[src/rtl/dss_pkg.sv]
package dss_pkg;

  localparam int DELIM_MAX_DEF = 8;

  localparam int CHAR_W = 8;
  localparam int TOKN_W = 16;
  localparam int DBYTES_W = 64;
  localparam int DLEN_W = 4;
  localparam int CFG_IDX_W = 1;
  localparam int CFG_DATA_W = 64;

  localparam logic [CFG_IDX_W-1:0] REG_DELIM_BYTES = 1'd0;
  localparam logic [CFG_IDX_W-1:0] REG_DELIM_LENGTH = 1'd1;

  localparam logic [DBYTES_W-1:0] DELIM_BYTES_RST = '0;
  localparam logic [DLEN_W-1:0] DELIM_LENGTH_RST = 4'd1;

  typedef struct packed {
    logic go_res;
    logic done_nores;
    logic fin;
    logic [CHAR_W-1:0] char_out;
    logic token_end;
    logic [TOKN_W-1:0] token_number;
  } dss_push_t;

endpackage

[src/rtl/dss_if.sv]
interface dss_in_if import dss_pkg::*; ();
  logic valid;
  logic ready;
  logic [CHAR_W-1:0] char_in;
  logic byte_present;
  logic end_of_string;

  modport source(output valid, char_in, byte_present, end_of_string, input ready);
  modport sink(input valid, char_in, byte_present, end_of_string, output ready);
endinterface

interface dss_out_if import dss_pkg::*; ();
  logic valid;
  logic ready;
  logic [CHAR_W-1:0] char_out;
  logic token_end;
  logic [TOKN_W-1:0] token_number;
  logic last_of_run;

  modport source(output valid, char_out, token_end, token_number, last_of_run, input ready);
  modport sink(input valid, char_out, token_end, token_number, last_of_run, output ready);
endinterface

interface dss_cfg_if import dss_pkg::*; ();
  logic valid;
  logic ready;
  logic [CFG_IDX_W-1:0] index;
  logic [CFG_DATA_W-1:0] data;

  modport source(output valid, index, data, input ready);
  modport sink(input valid, index, data, output ready);
endinterface

[src/rtl/delimiter_stream_splitter.sv]
// Channel   Direction  Payload
// in_ch     sink       char_in, byte_present, end_of_string
// out_ch    source     char_out, token_end, token_number, last_of_run
// cfg       sink       index, data (0: delimiter bytes, 1: delimiter length)
//
// An item yields one result per cycle while the holding stage has space; it ends on a step
// with no result when it yields none or its last result is a released byte. Items that yield
// no result or only a token end are taken one per cycle, the latter while there is space.
// Accepted items pass the current-item registers; results pass the holding and output stages.
// Synchronous reset empties the window and clears the counters; cfg is always ready.
// A stall on out_ch fills the holding stage and then drops in_ch.ready.
module delimiter_stream_splitter import dss_pkg::*; #(
  parameter int DELIM_MAX = DELIM_MAX_DEF
) (
  input logic        clk,
  input logic        rst,
  dss_in_if.sink     in_ch,
  dss_out_if.source  out_ch,
  dss_cfg_if.sink    cfg
);

  localparam int CW = $clog2(DELIM_MAX + 1);

  logic [DBYTES_W-1:0] delim_bytes;
  logic [DLEN_W-1:0]   delim_len;
  logic [CW-1:0]       len_eff;

  logic              cur_valid;
  logic              cur_pb;
  logic              cur_chk;
  logic              cur_eos;
  logic [CHAR_W-1:0] cur_char;

  logic [CW-1:0]     cnt;
  logic              open;
  logic [TOKN_W-1:0] ctr;

  logic [CHAR_W-1:0]    eff [DELIM_MAX];
  logic [DELIM_MAX-1:0] match;

  logic          full;
  logic          app_any;
  logic [CW-1:0] cnt_a;
  logic          chk_a;
  logic          pref;

  logic              res;
  logic              res_end;
  logic              done;
  logic              shift;
  logic [CW-1:0]     cnt_next;
  logic              open_next;
  logic [TOKN_W-1:0] ctr_next;
  logic              chk_next;
  logic              pb_next;
  logic              eos_next;

  logic      space;
  logic      eng_go;
  dss_push_t push;

  assign cfg.ready = 1'b1;

  always_ff @(posedge clk) begin
    if (rst) begin
      delim_bytes <= DELIM_BYTES_RST;
      delim_len <= DELIM_LENGTH_RST;
    end else if (cfg.valid) begin
      case (cfg.index)
        REG_DELIM_BYTES: delim_bytes <= cfg.data;
        REG_DELIM_LENGTH: delim_len <= cfg.data[DLEN_W-1:0];
        default: ;
      endcase
    end
  end

  always_comb begin
    if (delim_len == '0) begin
      len_eff = CW'(1);
    end else if (delim_len > DLEN_W'(DELIM_MAX)) begin
      len_eff = CW'(DELIM_MAX);
    end else begin
      len_eff = delim_len[CW-1:0];
    end
  end

  assign full = (cnt == CW'(DELIM_MAX));
  assign app_any = cur_pb && !full;
  assign cnt_a = cnt + CW'(app_any);
  assign chk_a = cur_chk || app_any;

  genvar gi;
  generate
    for (gi = 0; gi < DELIM_MAX; gi++) begin : g_cell
      logic [CHAR_W-1:0] right;
      if (gi == DELIM_MAX - 1) begin : g_end
        assign right = cur_char;
      end else begin : g_mid
        assign right = eff[gi+1];
      end
      dss_cell u_cell (
        .clk(clk),
        .en(eng_go),
        .app(app_any && (cnt == CW'(gi))),
        .shift(shift),
        .char_in(cur_char),
        .right(right),
        .delim(delim_bytes[CHAR_W*gi +: CHAR_W]),
        .eff(eff[gi]),
        .match(match[gi])
      );
    end
  endgenerate

  always_comb begin
    pref = (cnt_a <= len_eff);
    for (int i = 0; i < DELIM_MAX; i++) begin
      if ((CW'(i) < cnt_a) && !match[i]) begin
        pref = 1'b0;
      end
    end
  end

  always_comb begin
    res = 1'b0;
    res_end = 1'b0;
    done = 1'b0;
    shift = 1'b0;
    cnt_next = cnt;
    open_next = open;
    ctr_next = ctr;
    chk_next = cur_chk;
    pb_next = cur_pb;
    eos_next = cur_eos;
    if (cur_pb && full) begin
      // The oldest byte leaves to make room for the new one.
      res = 1'b1;
      shift = 1'b1;
      pb_next = 1'b0;
      chk_next = 1'b1;
      open_next = 1'b1;
    end else if (chk_a && (cnt_a != '0) && !pref) begin
      res = 1'b1;
      shift = 1'b1;
      cnt_next = cnt_a - CW'(1);
      pb_next = 1'b0;
      chk_next = 1'b1;
      open_next = 1'b1;
    end else if (chk_a && (cnt_a == len_eff)) begin
      res = 1'b1;
      res_end = 1'b1;
      done = 1'b1;
      cnt_next = '0;
      open_next = 1'b0;
      pb_next = 1'b0;
      chk_next = 1'b0;
      eos_next = 1'b0;
      if (cur_eos) begin
        ctr_next = '0;
      end else if (ctr != '1) begin
        ctr_next = ctr + TOKN_W'(1);
      end
    end else begin
      pb_next = 1'b0;
      chk_next = 1'b0;
      cnt_next = cnt_a;
      if (!cur_eos) begin
        done = 1'b1;
      end else if (cnt_a != '0) begin
        res = 1'b1;
        shift = 1'b1;
        cnt_next = cnt_a - CW'(1);
        open_next = 1'b1;
      end else begin
        // End of string with an empty window closes an open token.
        done = 1'b1;
        res = open;
        res_end = 1'b1;
        open_next = 1'b0;
        ctr_next = '0;
        eos_next = 1'b0;
      end
    end
  end

  assign eng_go = cur_valid && (!res || space);
  assign in_ch.ready = !cur_valid || (eng_go && done);

  always_ff @(posedge clk) begin
    if (rst) begin
      cur_valid <= 1'b0;
      cur_pb <= 1'b0;
      cur_chk <= 1'b0;
      cur_eos <= 1'b0;
      cnt <= '0;
      open <= 1'b0;
      ctr <= '0;
    end else begin
      if (eng_go) begin
        cnt <= cnt_next;
        open <= open_next;
        ctr <= ctr_next;
      end
      if (in_ch.valid && in_ch.ready) begin
        cur_valid <= 1'b1;
        cur_pb <= in_ch.byte_present;
        cur_chk <= 1'b0;
        cur_eos <= in_ch.end_of_string;
      end else if (eng_go) begin
        cur_valid <= !done;
        cur_pb <= pb_next;
        cur_chk <= chk_next;
        cur_eos <= eos_next;
      end
    end
  end

  always_ff @(posedge clk) begin
    if (in_ch.valid && in_ch.ready) begin
      cur_char <= in_ch.char_in;
    end
  end

  always_comb begin
    push.go_res = eng_go && res;
    push.done_nores = eng_go && done && !res;
    push.fin = done;
    push.char_out = res_end ? '0 : eff[0];
    push.token_end = res_end;
    push.token_number = ctr;
  end

  dss_outq u_outq (
    .clk(clk),
    .rst(rst),
    .push(push),
    .space(space),
    .out_ch(out_ch)
  );

endmodule

[src/rtl/dss_cell.sv]
module dss_cell import dss_pkg::*; (
  input  logic              clk,
  input  logic              en,
  input  logic              app,
  input  logic              shift,
  input  logic [CHAR_W-1:0] char_in,
  input  logic [CHAR_W-1:0] right,
  input  logic [CHAR_W-1:0] delim,
  output logic [CHAR_W-1:0] eff,
  output logic              match
);

  logic [CHAR_W-1:0] held;

  // A new byte that lands in this cell is seen by the compare at once.
  assign eff = app ? char_in : held;
  assign match = (eff == delim);

  always_ff @(posedge clk) begin
    if (en) begin
      held <= shift ? right : eff;
    end
  end

endmodule

[src/rtl/dss_outq.sv]
module dss_outq import dss_pkg::*; (
  input  logic      clk,
  input  logic      rst,
  input  dss_push_t push,
  output logic      space,
  dss_out_if.source out_ch
);

  logic              hold_valid;
  logic              hold_fin;
  logic [CHAR_W-1:0] hold_char;
  logic              hold_end;
  logic [TOKN_W-1:0] hold_num;

  logic              out_valid;
  logic [CHAR_W-1:0] out_char;
  logic              out_end;
  logic [TOKN_W-1:0] out_num;
  logic              out_last;

  logic out_free;
  logic hold_move;

  // The newest result waits here until it is known whether more follow.
  assign out_free = !out_valid || out_ch.ready;
  assign space = !hold_valid || out_free;
  assign hold_move = hold_valid && out_free && (hold_fin || push.go_res);

  always_ff @(posedge clk) begin
    if (rst) begin
      hold_valid <= 1'b0;
      hold_fin <= 1'b0;
    end else if (push.go_res) begin
      hold_valid <= 1'b1;
      hold_fin <= push.fin;
    end else if (hold_move) begin
      hold_valid <= 1'b0;
    end else if (push.done_nores && hold_valid) begin
      hold_fin <= 1'b1;
    end
  end

  always_ff @(posedge clk) begin
    if (push.go_res) begin
      hold_char <= push.char_out;
      hold_end <= push.token_end;
      hold_num <= push.token_number;
    end
  end

  always_ff @(posedge clk) begin
    if (rst) begin
      out_valid <= 1'b0;
    end else if (hold_move) begin
      out_valid <= 1'b1;
    end else if (out_ch.ready) begin
      out_valid <= 1'b0;
    end
  end

  always_ff @(posedge clk) begin
    if (hold_move) begin
      out_char <= hold_char;
      out_end <= hold_end;
      out_num <= hold_num;
      out_last <= hold_fin;
    end
  end

  assign out_ch.valid = out_valid;
  assign out_ch.char_out = out_char;
  assign out_ch.token_end = out_end;
  assign out_ch.token_number = out_num;
  assign out_ch.last_of_run = out_last;

endmodule

[src/flat_wrapper.sv]
// flat-port wrapper written by rule: the top's interface ports become plain ports
module delimiter_stream_splitter_flat import dss_pkg::*;
#(
  parameter int DELIM_MAX = DELIM_MAX_DEF
)
  (clk, rst, in_ch_valid, in_ch_char_in, in_ch_byte_present, in_ch_end_of_string, in_ch_ready, out_ch_valid, out_ch_char_out, out_ch_token_end, out_ch_token_number, out_ch_last_of_run, out_ch_ready, cfg_valid, cfg_index, cfg_data, cfg_ready);
  dss_in_if in_ch_i ();
  dss_out_if out_ch_i ();
  dss_cfg_if cfg_i ();
  input logic clk;
  input logic rst;
  input wire logic [$bits(in_ch_i.valid)-1:0] in_ch_valid;
  input wire logic [$bits(in_ch_i.char_in)-1:0] in_ch_char_in;
  input wire logic [$bits(in_ch_i.byte_present)-1:0] in_ch_byte_present;
  input wire logic [$bits(in_ch_i.end_of_string)-1:0] in_ch_end_of_string;
  output wire logic [$bits(in_ch_i.ready)-1:0] in_ch_ready;
  output wire logic [$bits(out_ch_i.valid)-1:0] out_ch_valid;
  output wire logic [$bits(out_ch_i.char_out)-1:0] out_ch_char_out;
  output wire logic [$bits(out_ch_i.token_end)-1:0] out_ch_token_end;
  output wire logic [$bits(out_ch_i.token_number)-1:0] out_ch_token_number;
  output wire logic [$bits(out_ch_i.last_of_run)-1:0] out_ch_last_of_run;
  input wire logic [$bits(out_ch_i.ready)-1:0] out_ch_ready;
  input wire logic [$bits(cfg_i.valid)-1:0] cfg_valid;
  input wire logic [$bits(cfg_i.index)-1:0] cfg_index;
  input wire logic [$bits(cfg_i.data)-1:0] cfg_data;
  output wire logic [$bits(cfg_i.ready)-1:0] cfg_ready;
  assign in_ch_i.valid = in_ch_valid;
  assign in_ch_i.char_in = in_ch_char_in;
  assign in_ch_i.byte_present = in_ch_byte_present;
  assign in_ch_i.end_of_string = in_ch_end_of_string;
  assign in_ch_ready = in_ch_i.ready;
  assign out_ch_valid = out_ch_i.valid;
  assign out_ch_char_out = out_ch_i.char_out;
  assign out_ch_token_end = out_ch_i.token_end;
  assign out_ch_token_number = out_ch_i.token_number;
  assign out_ch_last_of_run = out_ch_i.last_of_run;
  assign out_ch_i.ready = out_ch_ready;
  assign cfg_i.valid = cfg_valid;
  assign cfg_i.index = cfg_index;
  assign cfg_i.data = cfg_data;
  assign cfg_ready = cfg_i.ready;
  delimiter_stream_splitter #(.DELIM_MAX(DELIM_MAX)) u_core (.clk(clk), .rst(rst), .in_ch(in_ch_i), .out_ch(out_ch_i), .cfg(cfg_i));
endmodule
[config.mk]
export PLATFORM = sky130hd
export DESIGN_NAME = delimiter_stream_splitter_flat
export DESIGN_NICKNAME = d
export VERILOG_FILES = /design/src/rtl/dss_pkg.sv /design/src/rtl/dss_if.sv /design/src/rtl/delimiter_stream_splitter.sv /design/src/rtl/dss_cell.sv /design/src/rtl/dss_outq.sv /design/src/flat_wrapper.sv
export SDC_FILE = /design/constraint.sdc
export NUM_CORES = 1
export LEC_CHECK = 0
export BUFFER_PORTS_ARGS = -buffer_cell sky130_fd_sc_hd__buf_4
export CAP_MARGIN = 20
export CORE_MARGIN = 4
export CORE_UTILIZATION = 60
export DETAILED_ROUTE_END_ITERATION = 12
export PLACE_DENSITY_LB_ADDON = 0.05
export SYNTH_ARGS = -nofsm -noshare
export SYNTH_HDL_FRONTEND = slang
export SYNTH_SLANG_ARGS = --single-unit
[constraint.sdc]
create_clock -name clk -period 6.3 [get_ports clk]
set_input_delay 0.315 -clock clk [delete_from_list [all_inputs] [get_ports clk]]
set_output_delay 0.315 -clock clk [all_outputs]
set_load 0.01 [all_outputs]
==> summary.md <==
| Metric | Value |
|---|---|
| Routed vias/inst | 6.23 |
| Crit path launch type | flip-flop |
| Sum Neg Setup Slack | 0 ns |
| H-tree depth | 1 |
| Nets@finish | 1,303 |
| RSZ-0062 raised after global routing | no |
| Area of the multi-input gates | 0.00540 sq mm |
| Synth top area share | 0.322 |
| Routed len/inst | 20.4 um |
| Vias in the first global route | 8,679 |
| TritonCTS buffer count | 23 |
| FILL cells | 1,465 |
| Grt ovf | 0 |
| Critical path endpoint category | flip-flop |
| Core Footprint | 0.0188 sq mm |
| Crit Path Max Fanout | 26 |
| # IOs | 109 |
| Seq/Total Area, Yosys | 0.490 |
| Post-Syn Instances | 1,137 |
| Largest net degree at the start of global routing | 93 |
| Clock Tree Root | clkbuf_16 |
| Mapped cell area | 0.0115 sq mm |
| Fin. max-slew vios | 0 |
| Routability Congestion | 0.964 |
| First-pass GRT wire length | 47,100 um |
| Via count | 9,122 |
| Pwr/cell area | 408 mW/mm^2 |
| Initial drt markers | 779 |
| Crit path required time | 6.39 ns |
| DPL Wire Length | 21,000 um |
| Hold Crit Class | in -> reg |
| Slew margin rel. | 0.287 |
| DR DRC count | 0 |
| # clock sinks | 219 |
| Die Width | 146 um |
| Final hold viol count | 0 |
| Synth Flop Type | edfxtp_1 |
| Tmin final | 5.50 ns |
| Yosys warns | 0 |
| Final WL | 29,800 um |
| Clock power share | 0.270 |
| Worst Max-Slew Pin Slew | 1.07 ns |
| Post-synth EDFFs | 123 |
| Synth-to-layout area growth | 16.0% |
| Diodes inserted | 0 |
| GR Util All Layers | 0.270 |
| Tcrit/Tclk final | 0.872 |
| Mean Syn Cell Area | 10.1 sq um |
| Synth area leader | edfxtp_1 |
| Worst-Skew Late Latency | 0.51 ns |
| P_sw | 1760 uW |
| Reg power frac | 0.428 |
| FFs w/ async S/R, synth | 0 |
| Post-route ant nets | 0 |
| Share of cells above drive strength 1 | 0.193 |
| CTS tree | done |
| Setup CP Type | reg -> reg |
| Flop-to-flop setup slack | 0.80 ns |
| Max VDD drop | 0.239 mV |
| Int Pwr | 3660 uW |
| Hold Buf Count CTS | 8 |
| Setup slack after layout | 0.805 ns |
| Syn nets | 1,227 |
| Max-cap violations | 0 |
| PostCTS Resize Cnt | 0 |
| Initial core utilization | 0.611 |
| Reg clk slew, reported paths | 0.06 ns |
| First drt pass iteration count | 5 |
| Initial antenna violation count | 0 |
| Rows | 50 |
| Switching share of power | 0.325 |
| Combinational share of power | 0.302 |
| Max Buffers Root-to-Sink | 3 |
| Die height | 146 um |
| Seq cells post-synth | 219 |
| F_max | 182 MHz |
| IO buf count | 107 |
| Register area | 0.00562 sq mm |
| Outcome | finished, final reports clean |
| Post-place setup slack | 0.919 ns |
| Setup Fix Bufs, Post-CTS | 0 |
| Post-synthesis cell type count | 78 |
| Full die area | 0.0214 sq mm |
| WP data arrival | 5.58 ns |
| Endpoints failing setup | 0 |
| Main area contributors after synthesis | edfxtp_1 32%, dfxtp_1 17%, nand2_1 5.8% |
| Standby leakage power | 0.00482 uW |
| Clock Skews | 0.00961 ns |
[power groups by stage]
| stage | Combinational (uW) | Clock [uW] | Sequential, uW |
|---|---|---|---|
| final | 1640 | 1470 | 2320 |
| after global routing | 1800 | 1540 | 2340 |
| after CTS | 1630 | 1490 | 2300 |
| after detailed placement | 1620 | 0 | 2330 |
| after global placement | 1580 | 0 | 2320 |
| after floorplan | 1340 | 0 | 2170 |
[layout by cell type, fill, tap and decap left out, types with 7 or more instances in the layout]
cell type	instances
nand2_1	175
edfxtp_1	123
buf_4	120
a21oi_1	96
dfxtp_1	96
nand3b_1	53
inv_1	43
xor2_1	42
nor2_1	37
xnor2_1	37
o221a_2	31
nand3_1	30
o221a_1	26
clkbuf_16	25
nor3_1	21
nand2b_1	18
o21ai_0	18
nor2b_1	14
and3_1	10
ha_1	10
o22ai_1	9
nor4_1	9
nand4_1	8
mux2_1	8
dlygate4sd3_1	8
o211ai_1	7
mux2_4	7
o211ai_2	7
o41ai_2	7
[registers in the layout (all words and copies together) (netlist names)]
register	cells
u_core.delim_len	4
u_core.g_cell.u_cell.held	64
u_core.u_outq.hold_valid	1
u_core.u_outq.out_ch.token_number	16
u_core.cur_pb	1
u_core.u_outq.hold_fin	1
u_core.u_outq.hold_num	16
u_core.u_outq.out_ch.last_of_run	1
u_core.ctr	16
u_core.delim_bytes	64
u_core.cur_valid	1
u_core.cur_char	8
u_core.cnt	4
u_core.u_outq.out_ch.valid	1
u_core.cur_eos	1
u_core.open	1
u_core.cur_chk	1
u_core.u_outq.out_ch.token_end	1
u_core.u_outq.out_ch.char_out	8
u_core.u_outq.hold_end	1
u_core.u_outq.hold_char	8
[final timing paths]
| kind | from | depth (start not counted) | endpoint |
|---|---|---|---|
| min reg2reg | u_core.u_outq.hold_num[5] | 0 | u_core.u_outq.out_ch.token_number[5] |
| min | cfg_data[10] | 3 | u_core.delim_bytes[10] |
| max | u_core.cnt[3] | 17 | u_core.u_outq.out_ch.char_out[7] |
| max reg2reg | u_core.cnt[3] | 17 | u_core.u_outq.out_ch.char_out[7] |
[critical path: stages, from the launching register on]
cell	delay [ns]
dfxtp_1	0.58
nor4b_1	0.59
nor2_1	0.11
ha_1	0.27
ha_1	0.40
ha_1	0.34
nor2b_1	0.14
o21a_1	0.16
o21ai_0	0.15
a21oi_1	0.09
a221oi_1	0.22
nand3_1	0.21
o31a_4	0.44
a21oi_1	0.20
nand2b_1	0.18
inv_1	0.05
buf_4	0.24
o211a_1	0.66
[kinds of logic after synthesis]
| logic type | share of synthesized area |
|---|---|
| simple gates | 0.177 |
| other cells | 0.000327 |
| xor+xnor | 0.0603 |
| buf+inv | 0.0419 |
| mux | 0.0252 |
| compound gates | 0.194 |
| fa+ha+maj | 0.0109 |
| flops | 0.490 |
[synthesized netlist by cell type (all sizes together), types with 30 or more instances]
cell,count
nor2,38
o221a,57
nand3b,53
inv,43
edfxtp,123
xor2,42
xnor2,37
dfxtp,96
nand3,30
a21oi,96
nand2,178
buf,33
clkbuf,45
[stage by stage]
step                cells  utilization  power [uW]  cell area [sq um]  hold slack, ns
CTS                  1464        0.709        5420              13300          0.0292
global route         1464        0.709        5680              13300          0.0408
global placement     1414        0.660        3910              12400           0.400
detailed placement   1414        0.660        3950              12400           0.405
floorplan            1137            -        3500              11500           0.400
finish               1464        0.709        5430              13300          0.0458
[layout make-up]
class	instances	share of cell area
Tap cell	234	0.0220
Timing Repair Buffer	129	0.0753
Clock buffer	27	0.0484
Sequential cell	219	0.422
Multi-Input combinational cell	797	0.406
Inverter	43	0.0121
Clock inverter	15	0.0140
[layer usage]
layer  global-route usage  vias up  part of all wire
met4               0.0734        0             0.024
met3               0.0450       52             0.071
met2                0.442      382              0.47
met5                    0        -                 0
met1                0.376     4340              0.43
li1                     -     4348                 -
Note: power is estimated with default switching activity, not from simulation.
